[src/hw/rtl/gpm_pkg.sv]
// Shared constants and types for the glob pattern matcher.
// No dependencies.
package gpm_pkg;

    localparam int MAX_PATTERN_BYTES = 24;
    localparam int POS_W             = $clog2(MAX_PATTERN_BYTES + 1);
    localparam int LIVE_W            = MAX_PATTERN_BYTES + 1;
    localparam int CFG_IDX_W         = 2;
    localparam int CFG_DATA_W        = 64;
    localparam int PAT_WORDS         = 3;

    // Special pattern bytes
    localparam logic [7:0] CHAR_STAR = 8'h2A;
    localparam logic [7:0] CHAR_ANY  = 8'h3F;
    localparam logic [7:0] CHAR_ESC  = 8'h5C;

    // Configuration register indexes
    localparam logic [CFG_IDX_W-1:0] REG_LENGTH = 2'd0;
    localparam logic [CFG_IDX_W-1:0] REG_LOW    = 2'd1;
    localparam logic [CFG_IDX_W-1:0] REG_MID    = 2'd2;
    localparam logic [CFG_IDX_W-1:0] REG_HIGH   = 2'd3;

    // Decoded pattern: one bit per raw position, valid only below len
    typedef struct packed {
        logic [MAX_PATTERN_BYTES-1:0]       start;  // position opens a token
        logic [MAX_PATTERN_BYTES-1:0]       star;   // token is '*'
        logic [MAX_PATTERN_BYTES-1:0]       any;    // token is '?'
        logic [MAX_PATTERN_BYTES-1:0]       esc;    // escaped literal, two bytes
        logic [MAX_PATTERN_BYTES-1:0][7:0]  lit;    // literal byte to compare
        logic [POS_W-1:0]                   len;    // effective raw length
    } pat_t;

endpackage

[src/hw/rtl/gpm_decode.sv]
// Pattern configuration registers and token decoder.
// Depends on gpm_pkg.
module gpm_decode (
    input  logic                            clk,
    input  logic                            rst_n,
    input  logic                            cfg_valid,
    input  logic [gpm_pkg::CFG_IDX_W-1:0]   cfg_index,
    input  logic [gpm_pkg::CFG_DATA_W-1:0]  cfg_data,
    output logic                            busy,
    output gpm_pkg::pat_t                   pat
);
    import gpm_pkg::*;

    logic [POS_W-1:0]                       len_reg;
    logic [PAT_WORDS-1:0][CFG_DATA_W-1:0]   raw_reg;
    logic                                   pend_reg;
    pat_t                                   pat_reg;
    pat_t                                   pat_next;

    logic [MAX_PATTERN_BYTES:0][7:0]        raw;
    logic [POS_W-1:0]                       n_cap;
    logic [POS_W-1:0]                       n;
    logic [MAX_PATTERN_BYTES-1:0]           esc_c;
    logic [MAX_PATTERN_BYTES-1:0]           start_c;

    // Hold configuration registers; flag a decoder reload on every write
    always_ff @(posedge clk or negedge rst_n)
    begin
        if (!rst_n)
        begin
            len_reg  <= '0;
            raw_reg  <= '0;
            pend_reg <= 1'b0;
        end
        else
        begin
            pend_reg <= cfg_valid;
            if (cfg_valid)
            begin
                unique case (cfg_index)
                    REG_LENGTH: len_reg    <= cfg_data[POS_W-1:0];
                    REG_LOW:    raw_reg[0] <= cfg_data;
                    REG_MID:    raw_reg[1] <= cfg_data;
                    REG_HIGH:   raw_reg[2] <= cfg_data;
                    default:    ;
                endcase
            end
        end
    end

    // Decode raw bytes into token masks
    always_comb
    begin
        for (int i = 0; i < MAX_PATTERN_BYTES; i++)
        begin
            raw[i] = raw_reg[i / 8][(i % 8) * 8 +: 8];
        end
        raw[MAX_PATTERN_BYTES] = 8'h00;

        // Clamp length, then cut at the first zero byte in range
        n_cap = (len_reg > POS_W'(MAX_PATTERN_BYTES)) ? POS_W'(MAX_PATTERN_BYTES) : len_reg;
        n     = n_cap;
        for (int i = MAX_PATTERN_BYTES - 1; i >= 0; i--)
        begin
            if ((POS_W'(i) < n_cap) && (raw[i] == 8'h00))
            begin
                n = POS_W'(i);
            end
        end

        // Backslash escapes the next byte only if it is special and in range
        for (int i = 0; i < MAX_PATTERN_BYTES; i++)
        begin
            esc_c[i] = (raw[i] == CHAR_ESC) && (POS_W'(i + 1) < n) &&
                       ((raw[i + 1] == CHAR_STAR) || (raw[i + 1] == CHAR_ANY) ||
                        (raw[i + 1] == CHAR_ESC));
        end

        // Token starts: a byte consumed by an escape opens no token
        start_c[0] = (n != '0);
        for (int i = 1; i < MAX_PATTERN_BYTES; i++)
        begin
            start_c[i] = (POS_W'(i) < n) && !(start_c[i - 1] && esc_c[i - 1]);
        end

        for (int i = 0; i < MAX_PATTERN_BYTES; i++)
        begin
            pat_next.start[i] = start_c[i];
            pat_next.star[i]  = start_c[i] && (raw[i] == CHAR_STAR);
            pat_next.any[i]   = start_c[i] && (raw[i] == CHAR_ANY);
            pat_next.esc[i]   = start_c[i] && esc_c[i];
            pat_next.lit[i]   = esc_c[i] ? raw[i + 1] : raw[i];
        end
        pat_next.len = n;
    end

    // Load decoded pattern the cycle after a write
    always_ff @(posedge clk or negedge rst_n)
    begin
        if (!rst_n)
        begin
            pat_reg <= '0;
        end
        else if (pend_reg)
        begin
            pat_reg <= pat_next;
        end
    end

    assign busy = pend_reg;
    assign pat  = pat_reg;

endmodule

[src/hw/rtl/glob_pattern_matcher_top.sv]
// Top level of the glob pattern matcher: handshakes and live-position state.
// Depends on gpm_pkg and gpm_decode.
//
//  channel  | handshake                  | payload
//  ---------+----------------------------+------------------------------
//  input    | in_valid / in_stall        | text_byte, end_of_text
//  result   | out_valid / out_stall      | matched
//  config   | cfg_valid / cfg_ready      | cfg_index, cfg_data
//
// One input transaction per cycle while the input is not stalled; the
// live-position update is a single combinational carry-style chain over
// the 25 pattern positions. The verdict is in the result register in the
// cycle after an end item is accepted. A configuration write stalls the
// input while the token decoder reloads. Reset leaves an empty pattern
// and only the start live. A held result stalls the input until it is taken.
module glob_pattern_matcher_top (
    input  logic                            clk,
    input  logic                            rst_n,
    input  logic                            in_valid,
    output logic                            in_stall,
    input  logic [7:0]                      text_byte,
    input  logic                            end_of_text,
    output logic                            out_valid,
    input  logic                            out_stall,
    output logic                            matched,
    input  logic                            cfg_valid,
    output logic                            cfg_ready,
    input  logic [gpm_pkg::CFG_IDX_W-1:0]   cfg_index,
    input  logic [gpm_pkg::CFG_DATA_W-1:0]  cfg_data
);
    import gpm_pkg::*;

    pat_t                   pat;
    logic                   dec_busy;
    logic                   cfg_acc;
    logic                   in_acc;

    logic [LIVE_W-1:0]      live_reg;
    logic [LIVE_W-1:0]      live_next;
    logic [LIVE_W-1:0]      closed;
    logic [LIVE_W:0]        step;
    logic [MAX_PATTERN_BYTES-1:0] hit;
    logic                   verdict;

    logic                   out_valid_reg;
    logic                   out_valid_next;
    logic                   matched_reg;
    logic                   matched_next;

    assign cfg_ready = 1'b1;
    assign cfg_acc   = cfg_valid && cfg_ready;
    assign in_stall  = dec_busy || (out_valid_reg && out_stall);
    assign in_acc    = in_valid && !in_stall;

    gpm_decode u_decode (
        .clk       (clk),
        .rst_n     (rst_n),
        .cfg_valid (cfg_acc),
        .cfg_index (cfg_index),
        .cfg_data  (cfg_data),
        .busy      (dec_busy),
        .pat       (pat)
    );

    // Close over live stars, then advance every live token by one byte
    always_comb
    begin
        closed[0] = live_reg[0];
        for (int i = 0; i < MAX_PATTERN_BYTES; i++)
        begin
            closed[i + 1] = live_reg[i + 1] || (closed[i] && pat.star[i]);
        end

        step = '0;
        for (int i = 0; i < MAX_PATTERN_BYTES; i++)
        begin
            hit[i] = closed[i] && pat.start[i] && !pat.star[i] &&
                     (pat.any[i] || (pat.lit[i] == text_byte));
            step[i]     = step[i] || (closed[i] && pat.star[i]);
            step[i + 1] = step[i + 1] || (hit[i] && !pat.esc[i]);
            step[i + 2] = step[i + 2] || (hit[i] && pat.esc[i]);
        end

        verdict = closed[pat.len];
    end

    // Restart on configuration writes and after each verdict
    always_comb
    begin
        live_next = live_reg;
        if (cfg_acc)
        begin
            live_next = LIVE_W'(1);
        end
        else if (in_acc)
        begin
            live_next = end_of_text ? LIVE_W'(1) : step[LIVE_W-1:0];
        end
    end

    // Drop a taken result, load a new verdict on an end item
    always_comb
    begin
        out_valid_next = out_valid_reg;
        matched_next   = matched_reg;
        if (out_valid_reg && !out_stall)
        begin
            out_valid_next = 1'b0;
        end
        if (in_acc && end_of_text)
        begin
            out_valid_next = 1'b1;
            matched_next   = verdict;
        end
    end

    always_ff @(posedge clk or negedge rst_n)
    begin
        if (!rst_n)
        begin
            live_reg      <= LIVE_W'(1);
            out_valid_reg <= 1'b0;
        end
        else
        begin
            live_reg      <= live_next;
            out_valid_reg <= out_valid_next;
        end
    end

    // Result payload
    always_ff @(posedge clk)
    begin
        matched_reg <= matched_next;
    end

    assign out_valid = out_valid_reg;
    assign matched   = matched_reg;

endmodule

[config.mk]
export PLATFORM = sky130hd
export DESIGN_NAME = glob_pattern_matcher_top
export DESIGN_NICKNAME = d
export VERILOG_FILES = /design/src/hw/rtl/gpm_pkg.sv /design/src/hw/rtl/gpm_decode.sv /design/src/hw/rtl/glob_pattern_matcher_top.sv
export SDC_FILE = /design/constraint.sdc
export NUM_CORES = 1
export LEC_CHECK = 0
export ABC_AREA = 1
export CORE_ASPECT_RATIO = 0.9
export CORE_MARGIN = 2
export CORE_UTILIZATION = 40
export DETAILED_ROUTE_END_ITERATION = 8
export DONT_BUFFER_PORTS = 1
export PLACE_DENSITY = 0.51
export SLEW_MARGIN = 40
export SYNTH_ARGS = -nofsm -noshare
export SYNTH_HDL_FRONTEND = slang
export SYNTH_SLANG_ARGS = --single-unit
[constraint.sdc]
create_clock -name clk -period 5.8 [get_ports clk]
set_input_delay 0.87 -clock clk [delete_from_list [all_inputs] [get_ports clk]]
set_output_delay 0.87 -clock clk [all_outputs]
set_load 0.02 [all_outputs]
==> flow_summary.toml <==
[synth]
yosysTopAreaCellShare = 0.488
ys_top_cells_by_count = "789 x nand2_1, 515 x dfrtp_1, 485 x o21ai_0, 386 x inv_1, 166 x nor2_1"
synth_top_flop_cell = "dfrtp_1"
synth_most_common_cell = "nand2_1"
yosysTopAreaCell = "dfrtp_1"
ys_seq_area_frac = 0.490
synth-edff-count = 1
yosysWarnings = 0
synth_cells = 3270
synth-seq-cells = 517
netlist_area_um2 = 26400
synth_area_per_cell_um2 = 8.08
async_flop_share = 0.998
synth_nets = 3350
synthTopCellsByArea = "dfrtp_1 49%, nand2_1 11%, o21ai_0 9.2%"
yosysUniqueCellTypes = 72

[worst_setup_path]
crit_type = "reg -> reg"
cp.required_ps = 6210
crit_arrival_ps = 6010
end_kind = "register"
cpPeakStageDelay_ps = 540
crit_fanout = 4
start_kind = "register"
cpMostUsedCell = "nand2_4"
cpMaxStageDelayCell = "dfstp_2"
reg2regPathDepth = 54

[flow_run]
drv_cap = 0

[placed_design]
pre_cts_ws_ps = -307
dpl.hpwl_um = 69200
placed_cell_area_um2 = 27700
port_buffers = 0
place_congestion = 0.917

[sta]
whs_ps = -0.885
fin_crit_sh = 0.965
setup_tns_ps = 0
rsz0062_at_grt = "yes"
slew_headroom = -1.11
fin_crit_ps = 5600
tightest_slew_ps = 3170
hold_viol_final = 1
fmax_mhz = 179
setup_ws_ps = 203
setup_viol = 0
finalClockSkew_ps = 24.4
finalMaxSlewViolations = 323

[clock_network]
cts.clk_slew.worst_paths_ps = 60
clkLatencyLatePin_ps = 640
clk_path_buf_depth = 3
htreeDepth = 2
cts_buffers = 58
cts_tree = "done"
cts.sinks = 517
cts-root-buf = "clkbuf_16"

[power]
ir_drop_mv = 0.256
powerDensity_nw_per_um2 = 358
p_leak_nw = 14.0
finalPower_mw = 10.7

[detailed_routing]
vias = 23500
drc_errors = 0
firstDrtPassIters = 6
ant_nets = 0
drtIter0Drc = 2417
post_drt_wl_per_cell_um = 23.3
wl_um = 98100
routed_via_density = 5.58

[min_path]
worstHoldPathType = "in -> async"

[floorplan]
core_um2 = 65500
start_util = 0.404
io_pins = 84
die_x_um = 275
num_rows = 89
die_area_um2 = 68200
dieHeight_um = 248

[final_layout]
area_growth_syn_to_layout_pct = 13.2
final_layout_size_suffix_gt1_frac = 0.0990
diodes = 0
largest_reg_flops = 292
final_area_um2 = 29900
nNetsFinal = 3378
fillers = 6623

[global_route]
grt_overflow = 0
grt_max_degree = 517
grt_antenna_before_repair = 0
grt_usage = 0.290
first_global_vias = 22500
grt_pass1_wl_um = 148000

[status]
status = "finished, violations left"
violations = "negative hold slack, max-slew violations"
==> metal layers <==
metal / GRT usage / part of all wire
met5: 0 / 0
met2: 0.444 / 0.44
met3: 0.0385 / 0.059
met4: 0.0792 / 0.025
met1: 0.431 / 0.47
==> cell usage in the layout (no fill, tap or decap), types with 4 or more instances in the layout <==
cell type,instances
a2111oi_0,9
a211oi_1,4
a21oi_1,30
a21oi_2,4
a221oi_1,6
a22o_1,4
a31oi_1,4
a41oi_1,12
buf_4,98
bufinv_16,7
clkbuf_1,12
clkbuf_16,58
clkbuf_8,14
clkinv_2,10
dfrtp_1,513
inv_1,386
inv_2,15
nand2_1,787
nand2_2,24
nand2_4,22
nand3_1,116
nand3_2,20
nand3b_1,9
nand4_1,68
nor2_1,166
nor2_2,11
nor2_4,5
nor3_1,60
nor3b_1,7
nor4_1,80
nor4_2,6
o211ai_1,32
o21ai_0,485
o21ai_1,7
o221ai_1,18
o22ai_1,38
o41ai_1,4
xnor2_1,58
xor2_1,75
==> report_power, final <==
| group | total, mW | internal [mW] | leakage (nW) | switching (mW) |
|---|---|---|---|---|
| registers | 4.70 | 4.13 | 6.64 | 0.571 |
| logic | 2.10 | 0.743 | 6.35 | 1.36 |
| clock network | 3.91 | 2.33 | 0.991 | 1.59 |
| total | 10.7 | 7.20 | 14.0 | 3.51 |
==> area by class of cell <==
type	instances	area, µm²	share of cell area
flip-flops and latches	517	12900	0.433
multi-input cells	2211	11500	0.385
clock buffers	84	1690	0.0564
inverters	409	1560	0.0521
well taps	864	1080	0.0361
repair buffers	101	795	0.0266
clock inverters	22	318	0.0106
==> cell families (layout without fill, tap and decap cells) <==
kind of cell	after synthesis	after routing	share of synthesized area
compound gates	680	680	0.146
other cells	1	1	0.000142
buf+inv	542	616	0.0797
flops	517	517	0.490
simple gates	1397	1397	0.241
xor+xnor	133	133	0.0441
==> through the flow <==
| step | util | cells | hold slack [ps] |
|---|---|---|---|
| floorplan | - | 3270 | 441 |
| global placement | 0.422 | 4086 | 461 |
| detailed placement | 0.423 | 4086 | 463 |
| CTS | 0.454 | 4195 | -56.7 |
| global route | 0.457 | 4208 | -36.7 |
| finish | 0.457 | 4208 | -0.885 |
==> timing repair <==
item	CTS	global route
pin swaps	5	15
hold endpoints to repair	428	75
endpoints found under the setup margin	1	6
buffers inserted	3	11
cloned	0	0
gates resized for setup	5	13
==> worst paths after layout <==
check,end,startpoint,slack (ps)
worst max-delay path,matched,live_reg[0],200
worst min-delay path,u_decode.pat[108],rst_n,-0.9
worst max register to register,matched,live_reg[0],200
worst min register to register,u_decode.pat[291],u_decode.pat[291],480
max in group asynchronous,u_decode.pat[285],rst_n,3390
min in group clk,u_decode.busy,cfg_valid,260
==> worst max-delay path, delay by kind of cell, from the launching register on <==
family / cells / cell delay, ps
flip-flops: 1 / 540
buffers and inverters: 6 / 400
AO/OA/AOI/OAI: 5 / 970
AND/OR/NAND/NOR: 43 / 3420
No activity file was read; power rests on OpenSTA's default activity.
